**src/fse_pkg.sv**
```systemverilog
// Shared constants, types and helper functions of the frame statistics engine.
package fse_pkg;

   localparam int CFG_W     = 11;
   localparam int PIX_W     = 8;
   localparam int CNT_W     = 21;
   localparam int SUM_W     = 28;
   localparam int HASH_W    = 32;
   localparam int QUO_W     = 8;
   localparam int CSR_IDX_W = 2;

   localparam int DEF_MAX_WIDTH     = 1024;
   localparam int DEF_MAX_HEIGHT    = 1024;
   localparam int DEF_BORDER_MARGIN = 8;

   localparam logic [CSR_IDX_W-1:0] REG_FRAME_WIDTH  = 2'd0;
   localparam logic [CSR_IDX_W-1:0] REG_FRAME_HEIGHT = 2'd1;

   localparam logic [CFG_W-1:0]  WIDTH_RESET  = 11'd640;
   localparam logic [CFG_W-1:0]  HEIGHT_RESET = 11'd480;
   localparam logic [HASH_W-1:0] HASH_BASIS   = 32'd2166136261;
   localparam logic [HASH_W-1:0] HASH_PRIME   = 32'd16777619;
   localparam logic [PIX_W-1:0]  BRIGHT_LEVEL = 8'd128;
   localparam logic [PIX_W-1:0]  PIX_MAX      = 8'd255;

   typedef struct packed {
      logic take;
      logic div_load;
      logic div_step;
      logic out_load;
   } ctrl_cmd_type;

   typedef struct packed {
      logic end_frame;
   } dp_status_type;

   function automatic logic [HASH_W-1:0] fnv_step(input logic [HASH_W-1:0] hash,
                                                  input logic [PIX_W-1:0] pix);
      logic [HASH_W-1:0] mixed;
      mixed = hash ^ {{(HASH_W-PIX_W){1'b0}}, pix};
      return HASH_W'(mixed * HASH_PRIME);
   endfunction

endpackage

```
**src/fse_div.sv**
```systemverilog
// Restoring divider for the frame mean: a load, then one quotient bit per step.
module fse_div #(
   parameter int PW = 20
) (
   input  logic                      clock,
   input  logic                      load,
   input  logic                      step,
   input  logic [fse_pkg::SUM_W-1:0] dividend,
   input  logic [PW-1:0]             divisor,
   output logic [fse_pkg::QUO_W-1:0] mean
);

   localparam int DW = (fse_pkg::SUM_W > PW + fse_pkg::QUO_W) ?
                       fse_pkg::SUM_W : PW + fse_pkg::QUO_W;

   logic [fse_pkg::SUM_W-1:0] rem_ff, rem_in;
   logic [DW-1:0]             dsh_ff, dsh_in;
   logic [fse_pkg::QUO_W-1:0] quo_ff, quo_in;
   logic                      sat_ff, sat_in;
   logic                      ge;
   logic [DW-1:0]             diff;

   always_comb begin
      ge     = DW'(rem_ff) >= dsh_ff;
      diff   = DW'(rem_ff) - dsh_ff;
      rem_in = rem_ff;
      dsh_in = dsh_ff;
      quo_in = quo_ff;
      sat_in = sat_ff;
      if (load) begin
         rem_in = dividend;
         dsh_in = DW'(divisor) << (fse_pkg::QUO_W - 1);
         quo_in = '0;
         sat_in = DW'(dividend) >= (DW'(divisor) << fse_pkg::QUO_W);
      end else if (step) begin
         rem_in = ge ? diff[fse_pkg::SUM_W-1:0] : rem_ff;
         dsh_in = dsh_ff >> 1;
         quo_in = {quo_ff[fse_pkg::QUO_W-2:0], ge};
      end
   end

   always_ff @(posedge clock) begin
      rem_ff <= rem_in;
      dsh_ff <= dsh_in;
      quo_ff <= quo_in;
      sat_ff <= sat_in;
   end

   assign mean = sat_ff ? '1 : quo_ff;

endmodule

```
**src/fse_dp.sv**
```systemverilog
// Datapath: size registers, position counters, frame accumulators, snapshot and output registers.
module fse_dp #(
   parameter int MAX_WIDTH     = fse_pkg::DEF_MAX_WIDTH,
   parameter int MAX_HEIGHT    = fse_pkg::DEF_MAX_HEIGHT,
   parameter int BORDER_MARGIN = fse_pkg::DEF_BORDER_MARGIN
) (
   input  logic                          clock,
   input  logic                          reset,
   input  fse_pkg::ctrl_cmd_type         cmd,
   output fse_pkg::dp_status_type        sts,
   input  logic                          csr_write,
   input  logic [fse_pkg::CSR_IDX_W-1:0] csr_index,
   input  logic [fse_pkg::CFG_W-1:0]     csr_wdata,
   input  logic [fse_pkg::PIX_W-1:0]     req_pixel,
   output logic [fse_pkg::PIX_W-1:0]     rsp_min_value,
   output logic [fse_pkg::PIX_W-1:0]     rsp_max_value,
   output logic [fse_pkg::PIX_W-1:0]     rsp_mean_value,
   output logic [fse_pkg::CNT_W-1:0]     rsp_nonzero_count,
   output logic [fse_pkg::CNT_W-1:0]     rsp_bright_count,
   output logic [fse_pkg::CNT_W-1:0]     rsp_border_nonzero_count,
   output logic [fse_pkg::CNT_W-1:0]     rsp_interior_nonzero_count,
   output logic [fse_pkg::HASH_W-1:0]    rsp_fnv_checksum
);

   localparam int WW  = $clog2(MAX_WIDTH + 1);
   localparam int HW  = $clog2(MAX_HEIGHT + 1);
   localparam int CW  = $clog2(MAX_WIDTH);
   localparam int RW  = $clog2(MAX_HEIGHT);
   localparam int PW  = WW + HW;
   localparam int SW  = (WW > HW) ? WW : HW;
   localparam int SW2 = (SW > fse_pkg::CFG_W) ? SW : fse_pkg::CFG_W;
   localparam int EW  = SW2 + 8;

   logic [fse_pkg::CFG_W-1:0]  width_ff, height_ff;
   logic [WW-1:0]              w_sz;
   logic [HW-1:0]              h_sz;
   logic [PW-1:0]              prod_ff;

   logic [CW-1:0]              col_ff, col_in;
   logic [RW-1:0]              row_ff, row_in;
   logic [EW-1:0]              x_e, y_e, w_e, h_e, m_e;
   logic                       border, end_line, end_frame, nonzero, bright;

   logic [fse_pkg::PIX_W-1:0]  min_ff, min_in, max_ff, max_in;
   logic [fse_pkg::SUM_W-1:0]  sum_ff, sum_in;
   logic [fse_pkg::HASH_W-1:0] hash_ff, hash_in;
   logic [fse_pkg::CNT_W-1:0]  nz_ff, nz_in, br_ff, br_in, bd_ff, bd_in, in_ff, in_in;

   logic [fse_pkg::PIX_W-1:0]  snap_min_ff, snap_max_ff;
   logic [fse_pkg::SUM_W-1:0]  snap_sum_ff;
   logic [fse_pkg::HASH_W-1:0] snap_hash_ff;
   logic [fse_pkg::CNT_W-1:0]  snap_nz_ff, snap_br_ff, snap_bd_ff, snap_in_ff;
   logic [fse_pkg::QUO_W-1:0]  mean;

   // clamp sizes: zero reads as one, oversize saturates
   always_comb begin
      if (width_ff == '0) begin
         w_sz = WW'(1);
      end else if (EW'(width_ff) > EW'(MAX_WIDTH)) begin
         w_sz = WW'(MAX_WIDTH);
      end else begin
         w_sz = WW'(width_ff);
      end
      if (height_ff == '0) begin
         h_sz = HW'(1);
      end else if (EW'(height_ff) > EW'(MAX_HEIGHT)) begin
         h_sz = HW'(MAX_HEIGHT);
      end else begin
         h_sz = HW'(height_ff);
      end
   end

   always_comb begin
      x_e       = EW'(col_ff);
      y_e       = EW'(row_ff);
      w_e       = EW'(w_sz);
      h_e       = EW'(h_sz);
      m_e       = EW'(BORDER_MARGIN);
      border    = (x_e < m_e) || (y_e < m_e) || (x_e + m_e >= w_e) || (y_e + m_e >= h_e);
      end_line  = x_e + EW'(1) >= w_e;
      end_frame = end_line && (y_e + EW'(1) >= h_e);
      nonzero   = req_pixel != '0;
      bright    = req_pixel >= fse_pkg::BRIGHT_LEVEL;
   end

   assign sts.end_frame = end_frame;

   always_comb begin
      min_in  = (req_pixel < min_ff) ? req_pixel : min_ff;
      max_in  = (req_pixel > max_ff) ? req_pixel : max_ff;
      sum_in  = sum_ff + fse_pkg::SUM_W'(req_pixel);
      hash_in = fse_pkg::fnv_step(hash_ff, req_pixel);
      nz_in   = nz_ff + fse_pkg::CNT_W'(nonzero);
      br_in   = br_ff + fse_pkg::CNT_W'(bright);
      bd_in   = bd_ff + fse_pkg::CNT_W'(nonzero && border);
      in_in   = in_ff + fse_pkg::CNT_W'(nonzero && !border);
      if (end_line) begin
         col_in = '0;
         row_in = row_ff + RW'(1);
      end else begin
         col_in = col_ff + CW'(1);
         row_in = row_ff;
      end
   end

   always_ff @(posedge clock) begin
      if (reset) begin
         width_ff  <= fse_pkg::WIDTH_RESET;
         height_ff <= fse_pkg::HEIGHT_RESET;
      end else if (csr_write) begin
         unique case (csr_index)
            fse_pkg::REG_FRAME_WIDTH:  width_ff  <= csr_wdata;
            fse_pkg::REG_FRAME_HEIGHT: height_ff <= csr_wdata;
            default: ;
         endcase
      end
   end

   always_ff @(posedge clock) begin
      prod_ff <= PW'(w_sz) * PW'(h_sz);
   end

   always_ff @(posedge clock) begin
      if (reset || (cmd.take && end_frame)) begin
         col_ff  <= '0;
         row_ff  <= '0;
         min_ff  <= fse_pkg::PIX_MAX;
         max_ff  <= '0;
         sum_ff  <= '0;
         hash_ff <= fse_pkg::HASH_BASIS;
         nz_ff   <= '0;
         br_ff   <= '0;
         bd_ff   <= '0;
         in_ff   <= '0;
      end else if (cmd.take) begin
         col_ff  <= col_in;
         row_ff  <= row_in;
         min_ff  <= min_in;
         max_ff  <= max_in;
         sum_ff  <= sum_in;
         hash_ff <= hash_in;
         nz_ff   <= nz_in;
         br_ff   <= br_in;
         bd_ff   <= bd_in;
         in_ff   <= in_in;
      end
   end

   always_ff @(posedge clock) begin
      if (cmd.take && end_frame) begin
         snap_min_ff  <= min_in;
         snap_max_ff  <= max_in;
         snap_sum_ff  <= sum_in;
         snap_hash_ff <= hash_in;
         snap_nz_ff   <= nz_in;
         snap_br_ff   <= br_in;
         snap_bd_ff   <= bd_in;
         snap_in_ff   <= in_in;
      end
   end

   fse_div #(
      .PW(PW)
   ) u_div (
      .clock    (clock),
      .load     (cmd.div_load),
      .step     (cmd.div_step),
      .dividend (snap_sum_ff),
      .divisor  (prod_ff),
      .mean     (mean)
   );

   always_ff @(posedge clock) begin
      if (cmd.out_load) begin
         rsp_min_value              <= snap_min_ff;
         rsp_max_value              <= snap_max_ff;
         rsp_mean_value             <= mean;
         rsp_nonzero_count          <= snap_nz_ff;
         rsp_bright_count           <= snap_br_ff;
         rsp_border_nonzero_count   <= snap_bd_ff;
         rsp_interior_nonzero_count <= snap_in_ff;
         rsp_fnv_checksum           <= snap_hash_ff;
      end
   end

endmodule

```
**src/fse_ctrl.sv**
```systemverilog
// Controller: pixel intake, mean division sequence and output register handoff.
module fse_ctrl (
   input  logic                   clock,
   input  logic                   reset,
   input  logic                   req_valid,
   output logic                   req_stall,
   output logic                   rsp_valid,
   input  logic                   rsp_stall,
   input  fse_pkg::dp_status_type sts,
   output fse_pkg::ctrl_cmd_type  cmd
);

   localparam int STEP_W = $clog2(fse_pkg::QUO_W);

   localparam logic [1:0] ST_RUN  = 2'd0;
   localparam logic [1:0] ST_LOAD = 2'd1;
   localparam logic [1:0] ST_STEP = 2'd2;
   localparam logic [1:0] ST_HOLD = 2'd3;

   logic [1:0]        state_ff, state_in;
   logic [STEP_W-1:0] step_ff, step_in;
   logic              rsp_valid_ff, rsp_valid_in;
   logic              out_free;

   assign req_stall = reset || (state_ff != ST_RUN);
   assign rsp_valid = rsp_valid_ff;
   assign out_free  = !rsp_valid_ff || !rsp_stall;

   always_comb begin
      state_in     = state_ff;
      step_in      = step_ff;
      cmd          = '0;
      cmd.take     = req_valid && !req_stall;
      unique case (state_ff)
         ST_RUN: begin
            if (cmd.take && sts.end_frame) begin
               state_in = ST_LOAD;
            end
         end
         ST_LOAD: begin
            cmd.div_load = 1'b1;
            step_in      = '0;
            state_in     = ST_STEP;
         end
         ST_STEP: begin
            cmd.div_step = 1'b1;
            step_in      = step_ff + STEP_W'(1);
            if (step_ff == STEP_W'(fse_pkg::QUO_W - 1)) begin
               state_in = ST_HOLD;
            end
         end
         ST_HOLD: begin
            if (out_free) begin
               cmd.out_load = 1'b1;
               state_in     = ST_RUN;
            end
         end
         default: state_in = ST_RUN;
      endcase
      priority if (cmd.out_load) begin
         rsp_valid_in = 1'b1;
      end else if (rsp_valid_ff && !rsp_stall) begin
         rsp_valid_in = 1'b0;
      end else begin
         rsp_valid_in = rsp_valid_ff;
      end
   end

   always_ff @(posedge clock) begin
      if (reset) begin
         state_ff     <= ST_RUN;
         step_ff      <= '0;
         rsp_valid_ff <= 1'b0;
      end else begin
         state_ff     <= state_in;
         step_ff      <= step_in;
         rsp_valid_ff <= rsp_valid_in;
      end
   end

endmodule

```
**src/frame_statistics_engine.sv**
```systemverilog
// Top level of the frame statistics engine: controller and datapath.
//
//   channel  direction  handshake              beat contents
//   req_     in         req_valid / req_stall  one 8-bit pixel in raster order
//   rsp_     out        rsp_valid / rsp_stall  per-frame statistics, mean and checksum
//   csr_     in         csr_valid / csr_ready  register index and 11-bit size value
//
// Pixels are taken one per cycle inside a frame.
// After the last pixel of a frame req_stall stays high while the controller loads the mean
// divider, runs eight restoring steps that yield the 8-bit quotient, and moves the result into
// the output register once that register is free.
// A waiting result beat does not stall pixels of the next frame; only a second frame end does.
// Reset is synchronous; it sets the frame size to 640 by 480 and clears the running frame statistics.
module frame_statistics_engine #(
   parameter int MAX_WIDTH     = fse_pkg::DEF_MAX_WIDTH,
   parameter int MAX_HEIGHT    = fse_pkg::DEF_MAX_HEIGHT,
   parameter int BORDER_MARGIN = fse_pkg::DEF_BORDER_MARGIN
) (
   input  logic                          clock,
   input  logic                          reset,
   input  logic                          req_valid,
   output logic                          req_stall,
   input  logic [fse_pkg::PIX_W-1:0]     req_pixel,
   output logic                          rsp_valid,
   input  logic                          rsp_stall,
   output logic [fse_pkg::PIX_W-1:0]     rsp_min_value,
   output logic [fse_pkg::PIX_W-1:0]     rsp_max_value,
   output logic [fse_pkg::PIX_W-1:0]     rsp_mean_value,
   output logic [fse_pkg::CNT_W-1:0]     rsp_nonzero_count,
   output logic [fse_pkg::CNT_W-1:0]     rsp_bright_count,
   output logic [fse_pkg::CNT_W-1:0]     rsp_border_nonzero_count,
   output logic [fse_pkg::CNT_W-1:0]     rsp_interior_nonzero_count,
   output logic [fse_pkg::HASH_W-1:0]    rsp_fnv_checksum,
   input  logic                          csr_valid,
   output logic                          csr_ready,
   input  logic [fse_pkg::CSR_IDX_W-1:0] csr_index,
   input  logic [fse_pkg::CFG_W-1:0]     csr_wdata
);

   fse_pkg::ctrl_cmd_type  cmd;
   fse_pkg::dp_status_type sts;

   assign csr_ready = !reset;

   fse_ctrl u_ctrl (
      .clock     (clock),
      .reset     (reset),
      .req_valid (req_valid),
      .req_stall (req_stall),
      .rsp_valid (rsp_valid),
      .rsp_stall (rsp_stall),
      .sts       (sts),
      .cmd       (cmd)
   );

   fse_dp #(
      .MAX_WIDTH     (MAX_WIDTH),
      .MAX_HEIGHT    (MAX_HEIGHT),
      .BORDER_MARGIN (BORDER_MARGIN)
   ) u_dp (
      .clock                      (clock),
      .reset                      (reset),
      .cmd                        (cmd),
      .sts                        (sts),
      .csr_write                  (csr_valid && csr_ready),
      .csr_index                  (csr_index),
      .csr_wdata                  (csr_wdata),
      .req_pixel                  (req_pixel),
      .rsp_min_value              (rsp_min_value),
      .rsp_max_value              (rsp_max_value),
      .rsp_mean_value             (rsp_mean_value),
      .rsp_nonzero_count          (rsp_nonzero_count),
      .rsp_bright_count           (rsp_bright_count),
      .rsp_border_nonzero_count   (rsp_border_nonzero_count),
      .rsp_interior_nonzero_count (rsp_interior_nonzero_count),
      .rsp_fnv_checksum           (rsp_fnv_checksum)
   );

   a_no_overwrite: assert property (@(posedge clock) disable iff (reset)
      cmd.out_load |-> (!rsp_valid || !rsp_stall))
      else $error("output register loaded while a beat waits");

   a_frame_end_stalls: assert property (@(posedge clock) disable iff (reset)
      (cmd.take && sts.end_frame) |=> req_stall)
      else $error("pixel intake not held after frame end");

   a_load_shows_beat: assert property (@(posedge clock) disable iff (reset)
      cmd.out_load |=> rsp_valid)
      else $error("loaded result not presented");

   a_divide_only_stalled: assert property (@(posedge clock) disable iff (reset)
      (cmd.div_load || cmd.div_step) |-> (req_stall && !cmd.take))
      else $error("pixel taken during mean division");

endmodule

```
**config.mk**
```make
export PLATFORM = sky130hd
export DESIGN_NAME = frame_statistics_engine
export DESIGN_NICKNAME = d
export VERILOG_FILES = /design/src/fse_pkg.sv /design/src/fse_div.sv /design/src/fse_dp.sv /design/src/fse_ctrl.sv /design/src/frame_statistics_engine.sv
export SDC_FILE = /design/constraint.sdc
export NUM_CORES = 2
export LEC_CHECK = 0
export ABC_CLOCK_PERIOD_IN_PS = 38600
export BUFFER_PORTS_ARGS = -buffer_cell sky130_fd_sc_hd__buf_2
export CAP_MARGIN = 30
export CELL_PAD_IN_SITES_DETAIL_PLACEMENT = 1
export CELL_PAD_IN_SITES_GLOBAL_PLACEMENT = 1
export CORE_ASPECT_RATIO = 1.4
export CORE_MARGIN = 5
export CORE_UTILIZATION = 40
export CTS_BUF_LIST = sky130_fd_sc_hd__clkbuf_8 sky130_fd_sc_hd__clkbuf_16
export CTS_CLUSTER_DIAMETER = 200
export DETAILED_ROUTE_END_ITERATION = 10
export GPL_TIMING_DRIVEN = 1
export PLACE_DENSITY = 0.77
export SLEW_MARGIN = 25
export SYNTH_ARGS = -nofsm -noshare
export SYNTH_HDL_FRONTEND = slang
export SYNTH_SLANG_ARGS = --single-unit
```
**constraint.sdc**
```tcl
create_clock -name clock -period 38.6 [get_ports clock]
set_input_delay 7.72 -clock clock [delete_from_list [all_inputs] [get_ports clock]]
set_output_delay 7.72 -clock clock [all_outputs]
set_load 0.01 [all_outputs]
```
---- Word level (Yosys, flattened, before mapping) ----
Index checks and enable logic that the tools add are counted.
word-level totals
  register bits ........................... 596
  bits in latches ......................... 0
  memory bits (writable) .................. 0
  memory bits (read-only) ................. 0
  output and inout port bits .............. 143
  word-level logic and storage cells ...... 130
  memories ................................ 0
cells by class
  $add $sub $neg .......................... 13
  multipliers ............................. 2
  divide/modulo/power cells ............... 0
  $lt $le $gt $ge ......................... 13
  eq/ne operators ......................... 8
  shift operators ......................... 0
  multiplexer cells ....................... 23
  bitwise logic cells ..................... 1
  reduce and logical (&&, ||, !) cells .... 33
operator list
  kind                                                                   number
  21-bit by 1-bit adder with 21-bit output                               4
  28-bit 2-to-1 mux                                                      3
  19-bit by 11-bit >= comparator with 1-bit output                       4
  29-bit 2-to-1 mux                                                      2
  11-bit 2-to-1 mux                                                      4
  32-bit by 25-bit multiplier with 32-bit output, second input constant  1
  32-bit by 8-bit XOR with 32-bit output                                 1
  28-bit by 30-bit >= comparator with 1-bit output                       1
  28-bit by 29-bit >= comparator with 1-bit output                       1
  28-bit by 8-bit adder with 28-bit output                               1
  28-bit subtractor                                                      1
  10-bit by 1-bit adder with 11-bit output, second input constant        2
  10-bit by 4-bit adder with 11-bit output, second input constant        2
  11-bit greater-than comparator, second input constant                  2
  11-bit zero test                                                       2
  11-bit by 11-bit multiplier with 22-bit output                         1
  10-bit by 1-bit adder with 10-bit output, second input constant        2
  10-bit by 4-bit < comparator with 1-bit output, second input constant  2
  8-bit 2-to-1 mux                                                       2
  10-bit 2-to-1 mux                                                      1
  2-bit nonzero test                                                     5
  8-bit >= comparator, second input constant                             1
  8-bit greater-than comparator                                          1
  8-bit < comparator                                                     1
  other kinds (16)                                                       46

---- Logic depth before layout (Yosys ltp) ----
  depth in word-level cells ............... 9
  depth in mapped cells ................... 25
  gate-level depth less buffers ........... 24

---- By module ----
A second synthesis with hierarchy kept.
second synthesis, totals
  cells, all modules ...................... 3510
  area, all modules ....................... 36543.8 µm²
modules (own cells, without submodules)
  module                   times used  cells an instance  area each (µm²)
  fse_dp                   1           2900               31096.1
  fse_div                  1           566                5051.1
  fse_ctrl                 1           42                 386.6
  frame_statistics_engine  1           2                  10.0

---- Worst setup path after synthesis ----
Ideal clock, no wire load.
  kind .................................... input to register
  start point ............................. input port rsp_stall
  end point ............................... register u_dp.rsp_border_nonzero_count[0] in the netlist's numbering, enable pin
  data arrival time ....................... 17.832 ns
  data required time ...................... 37.749 ns
  slack ................................... 19.917 ns
  stages .................................. 1
  path buffers ............................ 0
  path through ............................ a21boi_0
on the way
  word-level cells in the longest chain between the ends .. 4
RTL lines
  what                  RTL line                       source
  start, declared       frame_statistics_engine.sv:25  input logic rsp_stall,
  1-bit zero test       fse_ctrl.sv:27                 assign out_free = !rsp_valid_ff || !rsp_stall;
  1-bit logical OR      fse_ctrl.sv:27
  1-bit 2-to-1 mux      fse_ctrl.sv:53                 if (out_free) begin
  1-bit 2-to-1 mux      fse_ctrl.sv:34                 unique case (state_ff)
  end signal, assigned  fse_dp.sv:180                  rsp_border_nonzero_count <= snap_bd_ff;
  end, declared         fse_dp.sv:20                   output logic [fse_pkg::CNT_W-1:0] rsp_border_nonzero_count,
No other way between the ends.
A chain may end at the register's enable or synchronous reset.

---- Worst setup path in the final report ----
  start point ............................. input port reset
  end point ............................... output port req_stall
on the way
  word-level cells in the longest chain between the ends .. 1
RTL lines
  what              RTL line                       source
  start, declared   frame_statistics_engine.sv:20  input logic reset,
  1-bit logical OR  fse_ctrl.sv:25                 assign req_stall = reset || (state_ff != ST_RUN);
  end, declared     frame_statistics_engine.sv:22  output logic req_stall,
No other way between the ends.

==> results.py <==
metrics = {
    "drt": {
        "drt-total-wl_um": 92300,
        "wl_met2_um": 49300,
        "route.detailed.drc": 0,
        "avgViaCountPerCell": 5.15,
        "dr_wl_met3_um": 3120,
        "first_pass_iters": 5,
        "first_iter_violations": 1103,
        "wl_met1_um": 36300,
        "wl_per_cell_um": 18.6,
        "top_layer": "met4",
        "routed-via-count": 25500,
        "antenna_left": 0,
    },
    "yosys": {
        "synthArstFlopShare": 0,
        "synth_area_leader_cell": "edfxtp_1",
        "yosys.cell_types.count": 76,
        "synth_area_leaders": "edfxtp_1 29%, dfxtp_1 14%, ha_1 13%",
        "synth.avg_cell_area_um2": 10.1,
        "synth_top_area_share": 0.291,
        "synth-main-ff-cell": "edfxtp_1",
        "syn_nets": 4134,
        "synth_edf_count": 351,
        "ys_ff_latch": 596,
        "syn_area_mm2": 0.0362,
        "synth-seq-area-share": 0.427,
        "synth-warning-count": 0,
        "syn_inst": 3571,
    },
    "cts": {
        "postCtsSetupBuffers": 0,
        "htreeDepth": 2,
        "cts.sinks": 596,
        "cts_root_buf": "clkbuf_16",
        "ctsResizeCount": 0,
        "clkLatencyLatePin_ns": 0.65,
        "cts_tree": "yes",
        "holdBufCountCts": 0,
        "cts.clk_slew.worst_paths_ns": 0.07,
        "cts_made_buffers": 59,
        "cts_buffer_depth": 3,
    },
    "worst_setup_path": {
        "cp-end-kind": "output port",
        "path_max_fanout": 37,
        "rr_startpoint": "u_dp.width_ff[10]",
        "r2r_cells": 18,
        "cp.required_ns": 30.88,
        "startpoint_type": "primary input",
        "critPathKind": "in -> out",
        "arrival_ns": 8.90,
        "r2r_end": "u_dp.prod_ff[20]",
        "reg2reg_slack_ns": 31.83,
    },
    "timing": {
        "slew_headroom": 0.314,
        "period_share": 0.431,
        "fin_setup_tns_ns": 0,
        "finalCriticalPeriod_ns": 16.62,
        "tightest_slew_ns": 1.03,
        "skew_ns": 0.0241,
        "max_freq_ghz": 0.0602,
        "slew_viol_final": 0,
        "rsz0062_at_grt": "false",
        "setup_viol": 0,
        "hold_viol_final": 0,
    },
    "global_route": {
        "grt_max_degree": 141,
        "grt_pass1_wl_um": 148000,
        "grt_pass1_vias": 28000,
        "overflow": 0,
        "grt_use_total": 0.187,
        "antenna_found_initial": 1,
    },
    "pwr": {
        "leakagePower_nw": 17.3,
        "peakVddDrop_mv": 0.106,
        "p_per_area_mw_per_mm2": 93.0,
    },
    "die": {
        "ios": 169,
        "fp.coreArea_mm2": 0.0898,
        "die_w_um": 264,
        "fp.dieH_um": 366,
        "rows": 130,
        "start_util": 0.403,
        "dieArea_mm2": 0.0967,
    },
    "finish": {
        "diodes": 0,
        "drive_gt1_frac": 0.0918,
        "stdcell_count": 4948,
        "nets": 4272,
        "areaGrowthSynthToFinish_pct": 11.4,
        "fill_cells": 10100,
        "regArea_mm2": 0.0154,
        "multi_input_area_mm2": 0.0186,
    },
    "worst_hold_path": {
        "hold_depth": 0,
        "hp-class": "reg -> reg",
        "holdPathEnd": "u_dp.rsp_fnv_checksum[11]",
        "hold_path.startpoint": "u_dp.snap_hash_ff[11]",
    },
    "place": {
        "dp_cells": 4836,
        "place_hpwl_um": 68200,
        "numPortBuffers": 168,
        "globalplace.congestion": 0.842,
    },
    "flow_run": {
        "drv_cap": 0,
    },
    "outcome": {
        "outcome": "completed",
    },
}
worst max-delay path by stage:
stage               from                          endpoint  depth (start not counted)
6_report           reset                         req_stall                          6
5_1_grt            reset                         req_stall                          6
4_1_cts            reset                         req_stall                          6
3_5_place_dp       reset                         req_stall                          6
3_3_place_gp       reset                         req_stall                          6
2_1_floorplan  rsp_stall  u_dp.rsp_border_nonzero_count[0]                          1
cells in the mapped netlist (18+ instances only):
cell type  instances
inv_1            478
nand2_1          399
ha_1             381
edfxtp_1         351
nor2_1           321
dfxtp_1          245
xnor2_1          163
fa_1             156
a21oi_1          146
xor2_1           141
nand3_1           97
o21ai_0           96
clkbuf_1          87
nor3_1            58
nor2b_1           38
a21o_1            31
and3_1            28
nand4_1           27
or3_1             22
o21a_1            21
buf_2             18
mux2i_1           18
critical path: stages:
cell and delay (ns):
buf_2 0.08, buf_4 0.44, inv_1 0.09, buf_4 0.24
nand2_1 0.15, buf_2 0.15
state kept, by name, summed over array words and instances, names as in the netlist, 21 cells and up:
signal	cells
u_dp.hash_ff	32
u_dp.rsp_fnv_checksum	32
u_dp.snap_hash_ff	32
u_dp.u_div.dsh_ff	29
u_dp.snap_sum_ff	28
u_dp.sum_ff	28
u_dp.u_div.rem_ff	28
u_dp.prod_ff	22
u_dp.bd_ff	21
u_dp.br_ff	21
u_dp.in_ff	21
u_dp.nz_ff	21
u_dp.rsp_border_nonzero_count	21
u_dp.rsp_bright_count	21
u_dp.rsp_interior_nonzero_count	21
u_dp.rsp_nonzero_count	21
u_dp.snap_bd_ff	21
u_dp.snap_br_ff	21
u_dp.snap_in_ff	21
u_dp.snap_nz_ff	21
power by group:
group / total [W] / leakage [nW] / switching, W / internal, W
clock: 0.000583 / 1.01 / 0.000259 / 0.000324
sequential: 0.000820 / 5.19 / 0.0000231 / 0.000797
combinational: 0.00235 / 11.1 / 0.00142 / 0.000929
cell type report:
type,count,share of cell area
Clock buffer,72,0.0416
Clock inverter,40,0.00754
Inverter,483,0.0450
Multi-Input combinational cell,2381,0.461
Sequential cell,596,0.383
Tap cell,1188,0.0369
Timing Repair Buffer,188,0.0249
stage by stage:
stage	area [um^2]	utilization	setup WS (ns)	total power, W	hold slack (ns)
5_1_grt	40300	0.449	21.87	0.00413	0.423
2_1_floorplan	36200	-	19.92	0.00260	0.400
4_1_cts	40300	0.449	21.94	0.00382	0.413
3_5_place_dp	38300	0.427	21.94	0.00322	0.406
6_report	40300	0.449	21.98	0.00375	0.410
3_3_place_gp	38300	0.427	21.93	0.00313	0.401
per-layer routing:
layer / GRT usage / vias up
li1: - / 12200
met2: 0.359 / 357
met5: 0 / -
met3: 0.0275 / 165
met1: 0.208 / 12800
met4: 0.0698 / 0
layout by cell type (no fill, tap or decap), drive strengths merged, types with 72 or more instances in the layout:
cell / n
inv: 495
nand2: 399
ha: 381
edfxtp: 351
nor2: 322
dfxtp: 245
buf: 188
xnor2: 163
fa: 156
a21oi: 146
xor2: 141
nand3: 99
o21ai: 99
clkbuf: 72
kinds of logic (layout without fill, tap and decap cells):
logic type | after synthesis | count (layout) | share of synthesized area
and+or+nand+nor | 1089 | 1089 | 0.136
DFF | 596 | 596 | 0.427
buffers and inverters | 594 | 783 | 0.0622
adders and majority gates | 537 | 537 | 0.218
AOI/OAI and AO/OA | 418 | 418 | 0.0734
xor gates and xnor gates | 304 | 304 | 0.0736
muxes | 33 | 33 | 0.00965
Power figures use the tool's default switching activity.
